===== src/hdl/joint_energy_accumulator_core_defines.svh =====
// Assertion macros shared by the joint energy accumulator.
`ifndef JOINT_ENERGY_ACCUMULATOR_CORE_DEFINES_SVH
`define JOINT_ENERGY_ACCUMULATOR_CORE_DEFINES_SVH

// Same-cycle implication, clocked on clk and disabled while in reset.
`define JEA_ASSERT_IMP(lbl, ante, cons, msg) \
	lbl: assert property (@(posedge clk) disable iff (!arst_n) (ante) |-> (cons)) \
		else $error(msg);

// Next-cycle implication, clocked on clk and disabled while in reset.
`define JEA_ASSERT_NXT(lbl, ante, cons, msg) \
	lbl: assert property (@(posedge clk) disable iff (!arst_n) (ante) |=> (cons)) \
		else $error(msg);

`endif


===== src/hdl/jea_pkg.sv =====
package jea_pkg;

	// Number of joints and the width of a table index.
	localparam int JOINTS = 32;
	localparam int JIDX_W = (JOINTS > 1) ? $clog2(JOINTS) : 1;

	// Field widths of requests and results.
	localparam int JOINT_W = 5;
	localparam int POS_W   = 32;
	localparam int TRQ_W   = 32;
	localparam int GEAR_W  = 20;
	localparam int WIND_W  = 24;
	localparam int EN_W    = 48;

	// Configuration port.
	localparam int CFG_IDX_W = 2;
	localparam int CFG_DAT_W = 24;

	typedef enum logic [CFG_IDX_W-1:0] {
		CFG_ALPHA  = 2'd0,
		CFG_RATE   = 2'd1,
		CFG_PERIOD = 2'd2
	} cfg_idx_t;

	localparam logic [15:0] ALPHA_RST  = 16'd1966;
	localparam logic [15:0] RATE_RST   = 16'd200;
	localparam logic [23:0] PERIOD_RST = 24'd83886;

	typedef struct packed {
		logic [15:0] alpha;
		logic [15:0] rate;
		logic [23:0] period;
	} cfg_t;

	// Request kinds.
	localparam logic REQ_LOAD   = 1'b0;
	localparam logic REQ_SAMPLE = 1'b1;

	// Shared multiplier operand widths.
	localparam int MUL_A_W = 34;
	localparam int MUL_B_W = 33;
	localparam int PROD_W  = MUL_A_W + MUL_B_W;

	localparam logic [EN_W-1:0] EN_FULL = '1;

	// Per-joint coefficients.
	typedef struct packed {
		logic [GEAR_W-1:0] gear;
		logic [WIND_W-1:0] wind;
	} coef_t;

	// Per-joint running state.
	typedef struct packed {
		logic [63:0]     last;
		logic [47:0]     fvel;
		logic [31:0]     ftrq;
		logic [EN_W-1:0] macc;
		logic [EN_W-1:0] wacc;
	} jstate_t;

	// Saturating 48-bit add; the top bit flags a clip.
	function automatic logic [EN_W:0] add_sat48(input logic [EN_W-1:0] a,
			input logic [EN_W-1:0] b);
		logic [EN_W:0] s;
		s = {1'b0, a} + {1'b0, b};
		if (s[EN_W]) begin
			s = {1'b1, EN_FULL};
		end
		return s;
	endfunction

endpackage


===== src/hdl/jea_mul.sv =====
module jea_mul import jea_pkg::*; (
	input  logic                      clk,
	input  logic signed [MUL_A_W-1:0] a,
	input  logic signed [MUL_B_W-1:0] b,
	output logic signed [PROD_W-1:0]  prod_q
);
	// Shared signed multiplier with a registered product.
	always_ff @(posedge clk) begin
		prod_q <= a * b;
	end
endmodule


===== config.mk =====
export PLATFORM = sky130hd
export DESIGN_NAME = jea_mul
export DESIGN_NICKNAME = d
export VERILOG_FILES = /design/src/hdl/joint_energy_accumulator_core_defines.svh /design/src/hdl/jea_pkg.sv /design/src/hdl/jea_mul.sv
export SDC_FILE = /design/constraint.sdc
export NUM_CORES = 2
export LEC_CHECK = 0
export BUFFER_PORTS_ARGS = -buffer_cell sky130_fd_sc_hd__buf_4
export CAP_MARGIN = 20
export CORE_MARGIN = 2
export CORE_UTILIZATION = 30
export CTS_CLUSTER_DIAMETER = 200
export DETAILED_ROUTE_END_ITERATION = 8
export GPL_TIMING_DRIVEN = 0
export PLACE_DENSITY_LB_ADDON = 0.08
export SYNTH_ARGS = -nofsm -noshare
export SYNTH_HDL_FRONTEND = slang
export SYNTH_SLANG_ARGS = --single-unit
export TNS_END_PERCENT = 30

===== constraint.sdc =====
create_clock -name clk -period 7.35 [get_ports clk]
set_input_delay 0.3675 -clock clk [delete_from_list [all_inputs] [get_ports clk]]
set_output_delay 0.3675 -clock clk [all_outputs]
set_load 0.005 [all_outputs]

==> reports/metrics.csv <==
metric,value,unit
Mean Syn Cell Area,9.39,µm²
port bufs,126,
Die ar.,141000,µm²
Worst path most repeated cell,fa_1,
Cells after Synth,4398,
Worst Hold Path Cells,2,
GP Congestion,1.01,
CP endpoint kind,register,
Yosys top cell area share,57.0,%
H-Tree Depth,3,
Max Slew Vio Count,0,
# hold bufs at CTS,0,
Max Cap Viol,0,
"Reg clk slew, reported paths",0.12,ns
most numerous cell in the Yosys netlist,fa_1,
crit path buf inv count,7,
most frequent cells after synthesis,"1176 x fa_1, 1165 x inv_1, 578 x nand2_1",
YS warnings,0,
status,finished with violations,
area grow syn2layout,20.0,%
Final setup viols,17,
Via density,4.80,
Worst Path Max Fanout,10,
Pre-antenna DRT Iters,6,
Final period util,106,%
Post-synth EDFFs,0,
antenna violations before repair,33,
first-pass GRT wire length,265,mm
Routed met3 length,11.8,mm
WL met2,83.7,mm
Critical Path RT,7.72,ns
post-synth cell types,63,
via count,31200,
"Seq/Total Area, Yosys",3.25,%
post-route ant nets,0,
"Data arrival, critical path",8.18,ns
Setup crit start kind,input port,
RSZ-0062 raised after global routing,true,
register bit count reported by yosys,67,
final hold viol count,0,
worst min path class,in -> reg,
hold_sp,a[0],
die height,375,µm
GRT overflow,0,
fmax,128,MHz
Rel. slew slack,36.0,%
Top Registers,prod_q: 67 flops,
WL per Instance,28.7,µm
Largest Register,prod_q,
Tot GR Track Use,27.3,%
clock buffer depth,2,
# DRC,0,
Critical-path top delay cell,fa_1,
multi-input logic area,35500,µm²
Final Critical Period,7.81,ns
top_reg_cell synth,dfxtp_1,
Top Metal Used,met5,
Die X,375,µm
HPWL Detailed,155,mm
Initial Utilization,30.1,%
"Largest stage delay, worst path",0.61,ns
Filler Cells Inserted,14200,
Site Rows,136,
register area,1340,µm²
ys async rst share,0,%
1st-iter DRT viols,2283,
Mapped Nets,5861,
dpl ws,-2.60,ns
Worst-Margin Slew,0.960,ns
# IOs,135,
Largest register FFs,67,
CTS Root Cell,clkbuf_16,
failing checks,setup timing,
synth top area cells,"fa_1 57%, inv_1 11%, and2_1 8.3%",
WHS Endpoint,prod_q[0]$_DFF_P_,
Core Region,137000,µm²
Synth Cell Area,41300,µm²
post-layout worst setup margin,-0.462,ns
CTS tree,yes,
kind of critical path,in -> reg,
cell accounting for the most synthesized area,fa_1,
CTS Buf Count,9,
final instance area,49500,µm²
Post-Route WL,186,mm
DRT met1 WL,76.8,mm
vias in the first global route,34400,
layout cells sized above 1,15.1,%
Clock Sinks,67,
nets,6143,
cell family with most CP delay,adder cells,
Placement Cell Area,44900,µm²
largest net degree at the start of global routing,27,
[worst max path at each step]
stage,start,endpoint,cells past startpoint
6_report,b[22],prod_q[63]$_DFF_P_,26
5_1_grt,b[0],prod_q[63]$_DFF_P_,34
4_1_cts,b[2],prod_q[63]$_DFF_P_,31
3_5_place_dp,a[25],prod_q[65]$_DFF_P_,27
3_3_place_gp,b[9],prod_q[65]$_DFF_P_,26
2_1_floorplan,a[33],prod_q[63]$_DFF_P_,23
[layout make-up]
| cell class | count | share of cell area (%) |
|---|---|---|
| Inverter | 1166 | 8.86 |
| Antenna cell | 8 | 0.0404 |
| Sequential cell | 67 | 2.71 |
| Tap cell | 1794 | 4.53 |
| Multi-Input combinational cell | 2933 | 71.6 |
| Buffer | 216 | 6.18 |
| Clock buffer | 10 | 0.462 |
| Clock inverter | 6 | 0.101 |
| Timing Repair Buffer | 287 | 5.50 |
[layout by cell type (no fill, tap or decap), types with 9 or more instances in the layout]
cell type	Yosys	final
buf_4	0	214
inv_1	1165	1136
clkbuf_1	228	9
nand2_1	578	573
nor2b_1	10	10
and2_4	0	15
clkbuf_8	0	57
o21ai_0	30	19
nand4_1	11	11
clkbuf_4	0	39
a21oi_2	2	16
o21ai_2	1	9
o21bai_1	13	10
ha_4	0	14
xnor2_1	54	53
dfxtp_1	67	67
a21oi_1	62	44
a21o_1	34	34
clkbuf_16	0	77
nand2b_1	13	13
xor2_1	17	16
buf_6	0	42
buf_12	0	19
clkbuf_2	0	35
ha_1	219	197
nor2_1	59	57
fa_2	0	42
and2_1	551	534
buf_8	0	17
fa_1	1176	1134
inv_2	0	26
[per-stage QoR]
step	hold slack, ns	setup TNS (ns)	std cells	util [%]
final	0.201	-4.03	6487	36.2
after global routing	0.209	-7.58	6479	36.2
after CTS	0.160	-3.30	6468	36.0
after detailed placement	0.688	-72.70	6336	32.8
after global placement	0.684	-79.54	6318	32.6
after floorplan	0.489	-0.0114	4398	-
[repair_timing]
item                                    4_1_cts  5_1_grt
endpoints found under the setup margin       44       24
gates resized for setup                     770       46
pin swaps                                   120       59
gates cloned                                  2        0
setup buffers                               129       13
[cell families (layout without fill, tap and decap cells)]
family	count (synthesis)	count (layout)	share of synthesized area, %
flops	67	67	3.25
fa+ha+maj	1395	1395	63.6
buf+inv	1398	1685	12.7
other cells	0	8	0
compound gates	204	204	3.57
simple gates	1260	1260	15.2
mux	3	3	0.0757
xor+xnor	71	71	1.51
[routing by layer]
layer | up-vias | GRT usage [%]
li1 | 13000 | -
met1 | 16700 | 36.1
met2 | 1125 | 42.5
met3 | 302 | 3.75
met4 | 8 | 16.7
met5 | - | 0
Power is left out: the tool's default activity adds up to more than one toggle a clock period on the data nets, which glitch-free logic cannot reach.
