`config.mk`:
```
export PLATFORM = sky130hd
export DESIGN_NAME = jea_cfg_flat
export DESIGN_NICKNAME = d
export VERILOG_FILES = /design/src/hdl/joint_energy_accumulator_core_defines.svh /design/src/hdl/jea_pkg.sv /design/src/hdl/jea_cfg_if.sv /design/src/hdl/jea_cfg.sv /design/src/flat_wrapper.sv
export SDC_FILE = /design/constraint.sdc
export NUM_CORES = 1
export LEC_CHECK = 0
export ABC_AREA = 1
export BUFFER_PORTS_ARGS = -buffer_cell sky130_fd_sc_hd__clkbuf_2
export CAP_MARGIN = 20
export CORE_ASPECT_RATIO = 1.75
export CORE_UTILIZATION = 40
export DETAILED_ROUTE_END_ITERATION = 8
export PLACE_DENSITY = 0.67
export SETUP_SLACK_MARGIN = 0.3
export SYNTH_ARGS = -nofsm -noshare
export SYNTH_HDL_FRONTEND = slang
export SYNTH_SLANG_ARGS = --single-unit
```
`constraint.sdc`:
```
create_clock -name clk -period 2 [get_ports clk]
set_input_delay 0.4 -clock clk [delete_from_list [all_inputs] [get_ports clk]]
set_output_delay 0.4 -clock clk [all_outputs]
set_load 0.05 [all_outputs]
```
`src/hdl/joint_energy_accumulator_core_defines.svh`:
```
// Assertion macros shared by the joint energy accumulator.
`ifndef JOINT_ENERGY_ACCUMULATOR_CORE_DEFINES_SVH
`define JOINT_ENERGY_ACCUMULATOR_CORE_DEFINES_SVH

// Same-cycle implication, clocked on clk and disabled while in reset.
`define JEA_ASSERT_IMP(lbl, ante, cons, msg) \
	lbl: assert property (@(posedge clk) disable iff (!arst_n) (ante) |-> (cons)) \
		else $error(msg);

// Next-cycle implication, clocked on clk and disabled while in reset.
`define JEA_ASSERT_NXT(lbl, ante, cons, msg) \
	lbl: assert property (@(posedge clk) disable iff (!arst_n) (ante) |=> (cons)) \
		else $error(msg);

`endif

```
`src/hdl/jea_pkg.sv`:
```
package jea_pkg;

	// Number of joints and the width of a table index.
	localparam int JOINTS = 32;
	localparam int JIDX_W = (JOINTS > 1) ? $clog2(JOINTS) : 1;

	// Field widths of requests and results.
	localparam int JOINT_W = 5;
	localparam int POS_W   = 32;
	localparam int TRQ_W   = 32;
	localparam int GEAR_W  = 20;
	localparam int WIND_W  = 24;
	localparam int EN_W    = 48;

	// Configuration port.
	localparam int CFG_IDX_W = 2;
	localparam int CFG_DAT_W = 24;

	typedef enum logic [CFG_IDX_W-1:0] {
		CFG_ALPHA  = 2'd0,
		CFG_RATE   = 2'd1,
		CFG_PERIOD = 2'd2
	} cfg_idx_t;

	localparam logic [15:0] ALPHA_RST  = 16'd1966;
	localparam logic [15:0] RATE_RST   = 16'd200;
	localparam logic [23:0] PERIOD_RST = 24'd83886;

	typedef struct packed {
		logic [15:0] alpha;
		logic [15:0] rate;
		logic [23:0] period;
	} cfg_t;

	// Request kinds.
	localparam logic REQ_LOAD   = 1'b0;
	localparam logic REQ_SAMPLE = 1'b1;

	// Shared multiplier operand widths.
	localparam int MUL_A_W = 34;
	localparam int MUL_B_W = 33;
	localparam int PROD_W  = MUL_A_W + MUL_B_W;

	localparam logic [EN_W-1:0] EN_FULL = '1;

	// Per-joint coefficients.
	typedef struct packed {
		logic [GEAR_W-1:0] gear;
		logic [WIND_W-1:0] wind;
	} coef_t;

	// Per-joint running state.
	typedef struct packed {
		logic [63:0]     last;
		logic [47:0]     fvel;
		logic [31:0]     ftrq;
		logic [EN_W-1:0] macc;
		logic [EN_W-1:0] wacc;
	} jstate_t;

	// Saturating 48-bit add; the top bit flags a clip.
	function automatic logic [EN_W:0] add_sat48(input logic [EN_W-1:0] a,
			input logic [EN_W-1:0] b);
		logic [EN_W:0] s;
		s = {1'b0, a} + {1'b0, b};
		if (s[EN_W]) begin
			s = {1'b1, EN_FULL};
		end
		return s;
	endfunction

endpackage

```
`src/hdl/jea_cfg_if.sv`:
```
interface jea_cfg_if import jea_pkg::*; ();
	logic                 valid;
	logic                 ready;
	logic [CFG_IDX_W-1:0] index;
	logic [CFG_DAT_W-1:0] data;

	modport source(output valid, index, data, input ready);
	modport sink(input valid, index, data, output ready);
endinterface

```
`src/hdl/jea_cfg.sv`:
```
module jea_cfg import jea_pkg::*; (
	input  logic        clk,
	input  logic        arst_n,
	jea_cfg_if.sink     cfg,
	output cfg_t        cfg_q
);
	assign cfg.ready = 1'b1;

	// Register writes; an index past the list is dropped.
	always_ff @(posedge clk or negedge arst_n) begin
		if (!arst_n) begin
			cfg_q.alpha  <= ALPHA_RST;
			cfg_q.rate   <= RATE_RST;
			cfg_q.period <= PERIOD_RST;
		end else if (cfg.valid) begin
			case (cfg_idx_t'(cfg.index))
				CFG_ALPHA:  cfg_q.alpha  <= cfg.data[15:0];
				CFG_RATE:   cfg_q.rate   <= cfg.data[15:0];
				CFG_PERIOD: cfg_q.period <= cfg.data[23:0];
				default: ;
			endcase
		end
	end
endmodule
```
`src/flat_wrapper.sv`:
```
// flat-port wrapper written by rule: the top's interface ports become plain ports
module jea_cfg_flat import jea_pkg::*;
  (clk, arst_n, cfg_q, cfg_valid, cfg_index, cfg_data, cfg_ready);
  jea_cfg_if cfg_i ();
  input  logic clk;
  input  logic arst_n;
  output cfg_t cfg_q;
  input wire logic [$bits(cfg_i.valid)-1:0] cfg_valid;
  input wire logic [$bits(cfg_i.index)-1:0] cfg_index;
  input wire logic [$bits(cfg_i.data)-1:0] cfg_data;
  output wire logic [$bits(cfg_i.ready)-1:0] cfg_ready;
  assign cfg_i.valid = cfg_valid;
  assign cfg_i.index = cfg_index;
  assign cfg_i.data = cfg_data;
  assign cfg_ready = cfg_i.ready;
  jea_cfg u_core (.clk(clk), .arst_n(arst_n), .cfg(cfg_i), .cfg_q(cfg_q));
endmodule
```
==> summary.md <==
| Metric | Value |
|---|---|
| Initial core utilization | `0.4169` |
| R2r setup slk | `around 1.3 ns` |
| Final period util | `0.7706` |
| Setup violators final | `0` |
| Total GRT Usage | `0.2131` |
| First-pass GRT wire length | `~9600 um` |
| PostCTS Resize Cnt | `0` |
| Slowest stage cell, crit path | `dfstp_2` |
| Grt ovf | `0` |
| Top Registers | `u_core.cfg_q (56)` |
| Num CTS Buffers | `5` |
| Via Count | `2062` |
| Worst path max stage delay | `~0.54 ns` |
| CP required | `~1.6 ns` |
| FMAX | `around 650 MHz` |
| Relative slew margins | `0.6597` |
| Worst hold path type | `in -> async` |
| End of the worst register-to-register path | `u_core.cfg_q[31]` |
| Max-Cap Viols | `0` |
| WP buf/inv | `1` |
| Diodes inserted | `0` |
| CTS tree | `done` |
| Layout cell share with drive strength beyond 1 | `0.3862` |
| VDD IR-drop max | `~0.00064 V` |
| CP endpoint kind | `primary output` |
| Ys Warns | `0` |
| Io pins | `86` |
| Crit path DAT | `roughly 1.1 ns` |
| 1st-pass router iterations | `4` |
| I/O Buffers | `between 80 and 90` |
| Clock skew | `0 ns` |
| Area Overhead vs Synth | `25.31%` |
| Post-CTS setup buffer count | `0` |
| Clock Path Buffers | `2` |
| Cells along the critical path | `clkbuf_2` |
| Max reg flops | `56` |
| Worst skew pair latency | `0.31 ns` |
| #FFs+latches synth | `56` |
| Placer Congestion | `0.7839` |
| Mean post-synth cell area | `between 9 and 10 um2` |
| Post-route ant nets | `0` |
| Die width | `about 60 um` |
| Cell Rows | `36` |
| Leak Pwr | `around 1.6 nW` |
| Post-DP Area | `about 2800 um2` |
| Cell area after layout | `slightly below 3000 um2` |
| FF-to-FF path depth | `2` |
| Yosys cell types | `14` |
| Setup TNS | `0 ns` |
| 1st-iter DRT viols | `between 50 and 60` |
| Final Net Count | `approximately 360` |
| Most flop-heavy register | `u_core.cfg_q` |
| H-tree Lvls | `2` |
| Fin crit period | `about 1.5 ns` |
| Drt wl/cell | `~15 um` |
| Max Slew Vio Count | `0` |
| Hpwl dp | `~4500 um` |
| Hold_ws | `0.03021 ns` |
| WL final | `5972 um` |
| Vias in the first global route | `around 2000` |
| CP Launch Point | `u_core.cfg_q[3]` |
| Crit Reg-Reg Startpoint | `u_core.cfg_q[31]` |
| CP Launch Type | `flip-flop` |
| Die area | `6142 um2` |
| Delay-heaviest family, CP | `flip-flops` |
| Final Total Pwr | `between 3 and 4 mW` |
| Fin. Hold Viols | `0` |
| Fin util | `0.5224` |
| Critical path class | `reg -> out` |
| CTS Sinks | `56` |
| Core area | `around 5600 um2` |
| Status | `complete, no violations` |
| Initial antenna violation count | `0` |
| Worst-path clk slew | `about 0.090 ns` |
| Register area share after synthesis | `0.6131` |
| Die height | `just over 100 um` |
| Vias per inst | `roughly 5.0` |
| Mapped Nets | `280` |
| DRC viols | `0` |
| Pin count of the biggest net entering global routing | `27` |
| Post-CTS Hold Buffers | `0` |
| Least-Margin Pin Slew | `0.5104 ns` |
| Root Buffer | `clkbuf_8` |
| Pwr dens | `1116 nW/um2` |
| Syn Inst Count | `~250` |
| Mapped Area | `about 2300 um2` |
| RSZ-0062 raised after global routing | `false` |
| Crit Path Max Fanout | `2` |
| Filler cell count | `579` |
cell families (layout without fill, tap and decap cells):
kind of cell	Yosys count	in the layout	share of synthesized area
flops	56	56	0.6131
other cells	1	1	0.001610
buf+inv	22	105	0.04675
simple gates	172	172	0.3385
layout make-up:
cell class,instances,area [um2],share of cell area
Multi-Input combinational cell,173,792.0,0.2714
Sequential cell,56,1428,0.4893
Clock inverter,2,10.01,0.003431
Inverter,2,7.507,0.002573
Timing Repair Buffer,95,503.0,0.1724
Tap cell,76,95.09,0.03259
Clock buffer,6,82.58,0.02830
power by group:
group	total, mW	internal (mW)	switching, mW	leakage (nW)
clock	0.640	0.277	0.362	0.0510
sequential	1.47	1.36	0.106	0.657
combinational	1.15	0.228	0.922	0.900
total	3.26	1.87	1.39	1.61
cells in the mapped netlist:
cell type    n  share of area
nand3_2      2         0.0086
inv_1        1         0.0016
inv_2        1         0.0016
nand3_1     16          0.034
buf_2       12          0.026
nand4_1     40           0.11
conb_1       1         0.0016
nand2_1    112           0.18
nand2_2      1         0.0027
nor2_4       1         0.0048
dfrtp_1     35           0.38
clkbuf_1     5         0.0081
dfstp_2     21           0.24
buf_4        3         0.0097
worst register-to-register path, cell delays in order (launching register included):
cell	delay (ns)
dfstp_2	0.55
nand2_1	0.05
nand2_1	0.07
stage by stage:
step	worst slack [ns]	std cells
after floorplan	0.7606	251
after global placement	0.4924	402
after detailed placement	0.4540	402
after CTS	0.4407	410
after global routing	0.4153	410
final	0.4588	410
worst max path at each step:
stage	endpoint	slack (ns)	cells past startpoint
global placement	u_core.cfg_q[29]	0.49	5
floorplan	u_core.cfg_q[46]	0.76	6
detailed placement	u_core.cfg_q[37]	0.45	5
global route	cfg_q[3]	0.42	1
finish	cfg_q[3]	0.46	1
CTS	cfg_q[3]	0.44	1
layout by cell type, fill, tap and decap left out, types with 2 or more instances in the layout:
| cell type | instances |
|---|---|
| nand3_2 | 2 |
| buf_4 | 11 |
| nand4_1 | 40 |
| nand2_1 | 112 |
| clkinv_2 | 2 |
| dfrtp_1 | 35 |
| clkbuf_8 | 6 |
| dfstp_2 | 21 |
| clkbuf_2 | 84 |
| nand3_1 | 16 |
per-layer routing:
layer | vias up | wire length (um) | GRT usage
met5 | - | 0 | 0
met4 | 0 | 106 | 0.08587
met3 | 5 | 269 | 0.04141
met2 | 66 | 3192 | 0.3752
met1 | 991 | 2403 | 0.2474
li1 | 1000 | - | -
No activity file was read; power rests on OpenSTA's default activity.
