$ cat src/hdl/joint_energy_accumulator_core_defines.svh
// Assertion macros shared by the joint energy accumulator.
`ifndef JOINT_ENERGY_ACCUMULATOR_CORE_DEFINES_SVH
`define JOINT_ENERGY_ACCUMULATOR_CORE_DEFINES_SVH

// Same-cycle implication, clocked on clk and disabled while in reset.
`define JEA_ASSERT_IMP(lbl, ante, cons, msg) \
	lbl: assert property (@(posedge clk) disable iff (!arst_n) (ante) |-> (cons)) \
		else $error(msg);

// Next-cycle implication, clocked on clk and disabled while in reset.
`define JEA_ASSERT_NXT(lbl, ante, cons, msg) \
	lbl: assert property (@(posedge clk) disable iff (!arst_n) (ante) |=> (cons)) \
		else $error(msg);

`endif

$ cat src/hdl/jea_ram.sv
module jea_ram #(
	parameter int WIDTH = 8,
	parameter int DEPTH = 32
) (
	input  logic                                     clk,
	input  logic                                     we,
	input  logic [((DEPTH > 1) ? $clog2(DEPTH) : 1)-1:0] waddr,
	input  logic [WIDTH-1:0]                         wdata,
	input  logic [((DEPTH > 1) ? $clog2(DEPTH) : 1)-1:0] raddr,
	output logic [WIDTH-1:0]                         rdata
);
	logic [WIDTH-1:0] mem [DEPTH];

	// One write port, one registered read port.
	always_ff @(posedge clk) begin
		if (we) begin
			mem[waddr] <= wdata;
		end
		rdata <= mem[raddr];
	end
endmodule

$ cat config.mk
export PLATFORM = sky130hd
export DESIGN_NAME = jea_ram
export DESIGN_NICKNAME = d
export VERILOG_FILES = /design/src/hdl/joint_energy_accumulator_core_defines.svh /design/src/hdl/jea_ram.sv
export SDC_FILE = /design/constraint.sdc
export NUM_CORES = 1
export LEC_CHECK = 0
export BUFFER_PORTS_ARGS = -buffer_cell sky130_fd_sc_hd__buf_4
export CORE_ASPECT_RATIO = 0.8
export CORE_UTILIZATION = 33
export DETAILED_ROUTE_END_ITERATION = 8
export SLEW_MARGIN = 20
export SYNTH_ARGS = -nofsm -noshare
export SYNTH_HDL_FRONTEND = slang
export SYNTH_SLANG_ARGS = --single-unit
$ cat constraint.sdc
create_clock -name clk -period 2.1 [get_ports clk]
set_input_delay 0.105 -clock clk [delete_from_list [all_inputs] [get_ports clk]]
set_output_delay 0.105 -clock clk [all_outputs]
set_load 0.1 [all_outputs]
==> results of run 1 <==
-- registers in the layout, indices dropped and copies added, names as in the netlist --
| name | flops |
|---|---|
| rdata | 8 |
| mem | 256 |
-- final timing paths --
check	slack, ns	endpoint	from
worst max-delay path	0.30	rdata[6]$_DFF_P_	mem[5][6]$_DFFE_PP_
worst min-delay path	0.01	mem[11][1]$_DFFE_PP_	wdata[1]
worst max register to register	0.30	rdata[6]$_DFF_P_	mem[5][6]$_DFFE_PP_
worst min register to register	0.91	rdata[6]$_DFF_P_	mem[28][6]$_DFFE_PP_
-- what timing repair did --
item / in CTS / in global routing
setup endpoints to repair: 0 / 0
endpoints found under the hold margin: 8 / 0
hold buffers: 1 / 0
-- stage by stage --
| step | instance area [sq um] | setup slack [ns] |
|---|---|---|
| 2_1_floorplan | 10050 | 0.1926 |
| 3_5_place_dp | 11080 | 0.07842 |
| 6_report | 11900 | 0.2998 |
| 5_1_grt | 11900 | 0.2398 |
| 3_3_place_gp | 11080 | 0.07324 |
| 4_1_cts | 11900 | 0.2791 |
-- cells by family after synthesis --
group                  count (synthesis)
buffers and inverters                 20
and+or+nand+nor                       45
muxes                                 88
DFF                                  264
-- cells in the final DEF (no fill, tap or decap), drive strengths merged --
cell         instances
buf                 73
nor2                33
or3                  1
mux4                80
edfxtp             256
dfxtp                8
nand3b               5
dlygate4sd3          1
or3b                 3
nand3                2
clkinv               6
clkbuf              40
bufinv               2
mux2                 8
nand2                1
-- cell type report --
type | count | area share [%]
sequential | 264 | 65.96
multi-input combinational | 133 | 17.65
clock buffer | 40 | 6.089
timing repair buffer | 74 | 5.321
tap | 406 | 4.270
clock inverter | 8 | 0.7151
-- cells in the mapped netlist, drive strengths merged --
cell,count
edfxtp,256
mux4,80
nor2,33
buf,14
dfxtp,8
mux2,8
clkbuf,6
nand3b,5
or3b,3
nand3,2
nand2,1
or3,1
-- routing by layer --
layer / up-vias / track usage (%) / wire [microns]
met2: 153 / 21.08 / 9684
met1: 2458 / 22.06 / 10270
met4: 0 / 3.322 / 486
met5: - / 0 / 0
met3: 33 / 3.089 / 1433
li1: 1944 / - / -
-- power by group through the flow --
stage	clock network [mW]	logic (mW)	registers [mW]
after global routing	4.72	0.803	5.90
after CTS	4.53	0.773	5.90
after global placement	0	0.758	6.01
after detailed placement	0	0.770	6.01
after floorplan	0	0.312	6.15
final	4.43	0.759	5.90
==> qor.csv, run 1 <==
stage,metric,value,unit
timing,rsz0062_at_grt,false,
global_routing,first_global_vias,4684,
cells_and_area,fin_cells,925,
floorplan,io-pin-count,28,
power,finalPower,11.09,mW
timing,finalSetupViolations,0,
place,place_congestion,0.8147,
global_routing,gr-total-overflow,0,
worst_setup_path,cp-start-kind,flop,
floorplan,fp.dieH,158.1,microns
logic_synthesis,synth_top_area_cell,edfxtp_1,
cells_and_area,area_growth_syn_to_layout,18.35,%
floorplan,chipWidth,197.1,microns
clock_network,cts_tree,done,
logic_synthesis,synthDistinctLibCells,15,
cells_and_area,seqCellArea,0.007848,sq mm
clock_network,clk_path_buf_depth,3,
worst_setup_path,crit_path_end_kind,flop,
timing,max_freq,0.5555,GHz
routing,vias_per_cell,4.960,
logic_synthesis,yosys-top-cells-area,"edfxtp_1, mux4_2, dfxtp_1",
hold_path,hold_depth,1,
clock_network,cts_resized,0,
hold_path,worstHoldPathType,in2reg,
routing,firstDrtPassIters,5,
worst_setup_path,crit_chain,mux4_2 > mux4_2 > mux2_2,
place,place_hpwl,14530,microns
logic_synthesis,avgSynthCellArea,24.11,sq um
place,place_inst,876,
worst_setup_path,critical-path-top-delay-family,multiplexers,
power,peakVddDrop,0.0005797,V
power,p_leak,3.762,nW
timing,slew_violations,0,
worst_setup_path,cp.required,2.51,ns
worst_setup_path,path_depth,3,
cells_and_area,multi_input_area,0.002100,sq mm
power,seqPwrFrac,53.2,%
routing,finalWirelength,21880,microns
logic_synthesis,synth_top_family_by_area,multiplexers,
cells_and_area,final_nets,519,
worst_setup_path,cp_data_arrival_time,2.21,ns
timing,post-route-min-period,1.800,ns
routing,ant_nets,0,
power,clockPowerShare,39.9,%
global_routing,grt_antenna_before_repair,0,
power,internal_power,8.753,mW
timing,tns,0,ns
timing,hold_viol,0,
run,drv_cap,0,
logic_synthesis,syn-cell-area,0.01005,sq mm
clock_network,cts_buffers,26,
cells_and_area,fillers,2595,
clock_network,post_cts_buffers,0,
floorplan,dieArea,0.03117,sq mm
routing,dr_total_vias,4588,
place,port_buffers,27,
logic_synthesis,syn-num-nets,437,
worst_setup_path,crit_type,reg2reg,
routing,first_iter_violations,506,
global_routing,grt_usage,14.47,%
logic_synthesis,synth_mux_area_share,18.82,%
global_routing,grt_pass1_wl,32140,microns
clock_network,h-tree-depth,1,
worst_setup_path,path_common_cell,mux4_2,
worst_setup_path,reg2reg_depth,3,
clock_network,numClockSinks,264,
routing,route.detailed.drc,0,
power,p_sw_share,21.05,%
run_status,status,finished clean,
power,power.density,931.8,mW/mm^2
logic_synthesis,synth_compound_area_share,0,%
floorplan,coreArea,0.02964,sq mm
timing,finalCritPeriodShare,85.73,%
cells_and_area,diodes,0,
timing,tightest_slew,0.6039,ns
cells_and_area,fin_util,40.14,%
cells_and_area,drive_above_1_share,37.57,%
timing,slew_headroom,59.59,%
clock_network,path_clk_slew,0.06,ns
logic_synthesis,yosysSeqAreaShare,78.06,%
timing,worst_hold_slack,0.01194,ns
logic_synthesis,synth_simple_gate_area_share,2.066,%
floorplan,rows,56,
clock_network,clk_latency,0.52,ns
logic_synthesis,yosys.area_share.adder,0,%
worst_setup_path,cp.buffers_inverters,0,
logic_synthesis,yosys_warnings,0,
routing,wire_per_inst,23.65,microns
timing,skew,0.007313,ns
logic_synthesis,synth_top_area_share,76.47,%
worst_setup_path,cp_slowest_cell,mux4_2,
power,netSwitchingPower,2.333,mW
logic_synthesis,synthCells,417,
power,p_comb_share,6.9,%
worst_setup_path,max_stage_delay,0.53,ns
logic_synthesis,synth_xor_area_share,0,%
global_routing,grt_max_degree,33,
clock_network,root_buffer,clkbuf_16,
worst_setup_path,crit_fanout,1,
logic_synthesis,synth_seq_cells,264,
floorplan,start_util,33.92,%
(Power assumes the default switching activity.)
==> run 2: changes to the inputs <==
CORE_MARGIN = 2   (was not set)
PLACE_DENSITY = 0.52   (was not set)
==> qor.csv, run 2 (synthesis results as in run 1) <==
stage,metric,value,unit,change
cells_and_area,largest_reg_flops,256,,unchanged
global_routing,first_global_vias,4862,,was 4684
worst_setup_path,crit_path_end_kind,flop,,unchanged
routing,firstDrtPassIters,6,,was 5
power,p_leak,3.766,nW,was 3.762 nW
floorplan,io-pin-count,28,,unchanged
timing,finalWorstSetupSlack,0.2869,ns,was 0.2998 ns
global_routing,gr-usage-met1,22.37,%,was 22.06%
global_routing,busiest_layer,met2,,was met1
global_routing,gr-total-overflow,0,,unchanged
floorplan,rows,57,,was 56
routing,vias_per_cell,4.937,,was 4.960
power,power.density,954.3,mW/mm^2,was 931.8 mW/mm^2
cells_and_area,fin_util,39.55,%,was 40.14%
cells_and_area,design_area,0.01193,sq mm,was 0.01190 sq mm
floorplan,fp.dieH,160.1,microns,was 158.1 microns
cells_and_area,drive_above_1_share,37.94,%,was 37.57%
worst_setup_path,timing.rr.start,mem[21][2]$_DFFE_PP_,,was mem[5][6]$_DFFE_PP_
cells_and_area,layout_common_cells,"edfxtp_1, mux4_2, buf_4",,unchanged
power,clockPowerShare,41.8,%,was 39.9%
routing,first_iter_violations,481,,was 506
timing,tns,0,ns,unchanged
worst_setup_path,cp-start-kind,flop,,unchanged
worst_setup_path,critPathLaunch,mem[21][2]$_DFFE_PP_,,was mem[5][6]$_DFFE_PP_
clock_network,cts_resized,0,,unchanged
routing,route.detailed.drc,0,,unchanged
clock_network,cts.hold.buffers_added,2,,was 1
routing,finalWirelength,22820,microns,was 21880 microns
timing,tightest_slew,0.4033,ns,was 0.6039 ns
place,place_hpwl,14590,microns,was 14530 microns
timing,finalSetupViolations,0,,unchanged
run_status,status,finished clean,,unchanged
cells_and_area,diodes,0,,unchanged
power,netSwitchingPower,2.415,mW,was 2.333 mW
clock_network,path_clk_slew,0.06,ns,about the same
cells_and_area,largest_registers,"mem: 256 flops, rdata: 8 flops",,unchanged
timing,rsz0062_at_grt,false,,unchanged
timing,slew_violations,0,,unchanged
cells_and_area,mostFrequentLayoutCell,edfxtp_1,,unchanged
worst_setup_path,cp_data_arrival_time,2.22,ns,was 2.21 ns
place,port_buffers,27,,unchanged
hold_path,hp-start,wdata[0],,was wdata[1]
power,peakVddDrop,0.0004771,V,was 0.0005797 V
clock_network,clk_latency,0.52,ns,about the same
cells_and_area,regMostFlops,mem,,unchanged
global_routing,use_met2,22.66,%,was 21.08%
routing,ant_nets,0,,unchanged
hold_path,worstHoldPathType,in2reg,,unchanged
place,place_ws,0.02115,ns,was 0.07842 ns
power,seqPwrFrac,51.7,%,was 53.2%
timing,slew_headroom,73.03,%,was 59.59%
cells_and_area,final_nets,514,,was 519
run,drv_cap,0,,unchanged
global_routing,grt_max_degree,33,,unchanged
routing,dr_total_vias,4577,,was 4588
clock_network,root_buffer,clkbuf_16,,unchanged
clock_network,post_cts_buffers,0,,unchanged
global_routing,grt_usage,14.79,%,was 14.47%
worst_setup_path,crit_fanout,1,,unchanged
floorplan,chipWidth,199.1,microns,was 197.1 microns
place,postPlaceCellArea,0.01103,sq mm,was 0.01108 sq mm
timing,post-route-min-period,1.813,ns,was 1.800 ns
global_routing,grt_pass1_wl,33710,microns,was 32140 microns
place,place_congestion,0.7408,,was 0.8147
power,p_sw_share,21.21,%,was 21.05%
global_routing,grt_antenna_before_repair,0,,unchanged
routing,wire_per_inst,24.62,microns,was 23.65 microns
timing,hold_viol,0,,unchanged
clock_network,h-tree-depth,1,,unchanged
timing,max_freq,0.5515,GHz,was 0.5555 GHz
clock_network,clk_path_buf_depth,3,,unchanged
floorplan,start_util,33.33,%,was 33.92%
cells_and_area,fin_cells,927,,was 925
power,p_comb_share,6.6,%,was 6.9%
global_routing,grtUsageMet3,2.598,%,was 3.089%
clock_network,cts_buffers,27,,was 26
timing,finalCritPeriodShare,86.34,%,was 85.73%
floorplan,coreArea,0.03017,sq mm,was 0.02964 sq mm
cells_and_area,area_growth_syn_to_layout,18.68,%,was 18.35%
worst_setup_path,crit_type,reg2reg,,unchanged
power,internal_power,8.970,mW,was 8.753 mW
worst_setup_path,cp.required,2.50,ns,was 2.51 ns
floorplan,dieArea,0.03189,sq mm,was 0.03117 sq mm
clock_network,numClockSinks,264,,unchanged
clock_network,cts_tree,done,,unchanged
place,place_inst,876,,unchanged
timing,skew,0.01045,ns,was 0.007313 ns
run 2: worst paths after layout:
check / endpoint / slack, ns / cells after the start
max: rdata[2]$_DFF_P_ / 0.29 / 3
min: mem[13][0]$_DFFE_PP_ / 0.02 / 1
max reg2reg: rdata[2]$_DFF_P_ / 0.29 / 3
min reg2reg: rdata[4]$_DFF_P_ / 0.91 / 3
run 2: layer usage:
layer	vias up	share of wire (%)	routed length, microns
li1	1933	-	-
met1	2486	47	10670
met2	130	46	10570
met3	28	5.4	1238
met4	0	1.5	346
met5	-	0	0
run 2: critical path: stages (launching register included):
cell and delay (ns):
edfxtp_1 0.36, mux4_2 0.56, mux4_2 0.50, mux2_2 0.27
run 2: per-stage QoR:
step           power (mW)  hold slack (ns)
2_1_floorplan       6.457           0.2039
3_3_place_gp        6.742           0.5244
3_5_place_dp        6.759           0.5316
4_1_cts             11.52        0.0007302
5_1_grt             11.75         0.008988
6_report            11.39          0.01736
run 2: power by group through the flow:
| stage | sequential [mW] | clock [mW] | combinational [mW] |
|---|---|---|---|
| floorplan | 6.15 | 0 | 0.312 |
| global placement | 5.99 | 0 | 0.749 |
| CTS | 5.88 | 4.87 | 0.767 |
| detailed placement | 6.00 | 0 | 0.764 |
| finish | 5.88 | 4.76 | 0.748 |
| global route | 5.88 | 5.07 | 0.793 |
run 2: area by class of cell:
cell class,instances,area (sq um)
clock buffers,30,686.9
clock inverters,19,190.2
fillers,2660,18240
repair buffers,68,590.6
well taps,413,516.7
flip-flops and latches,264,7848
multi-input cells,133,2100
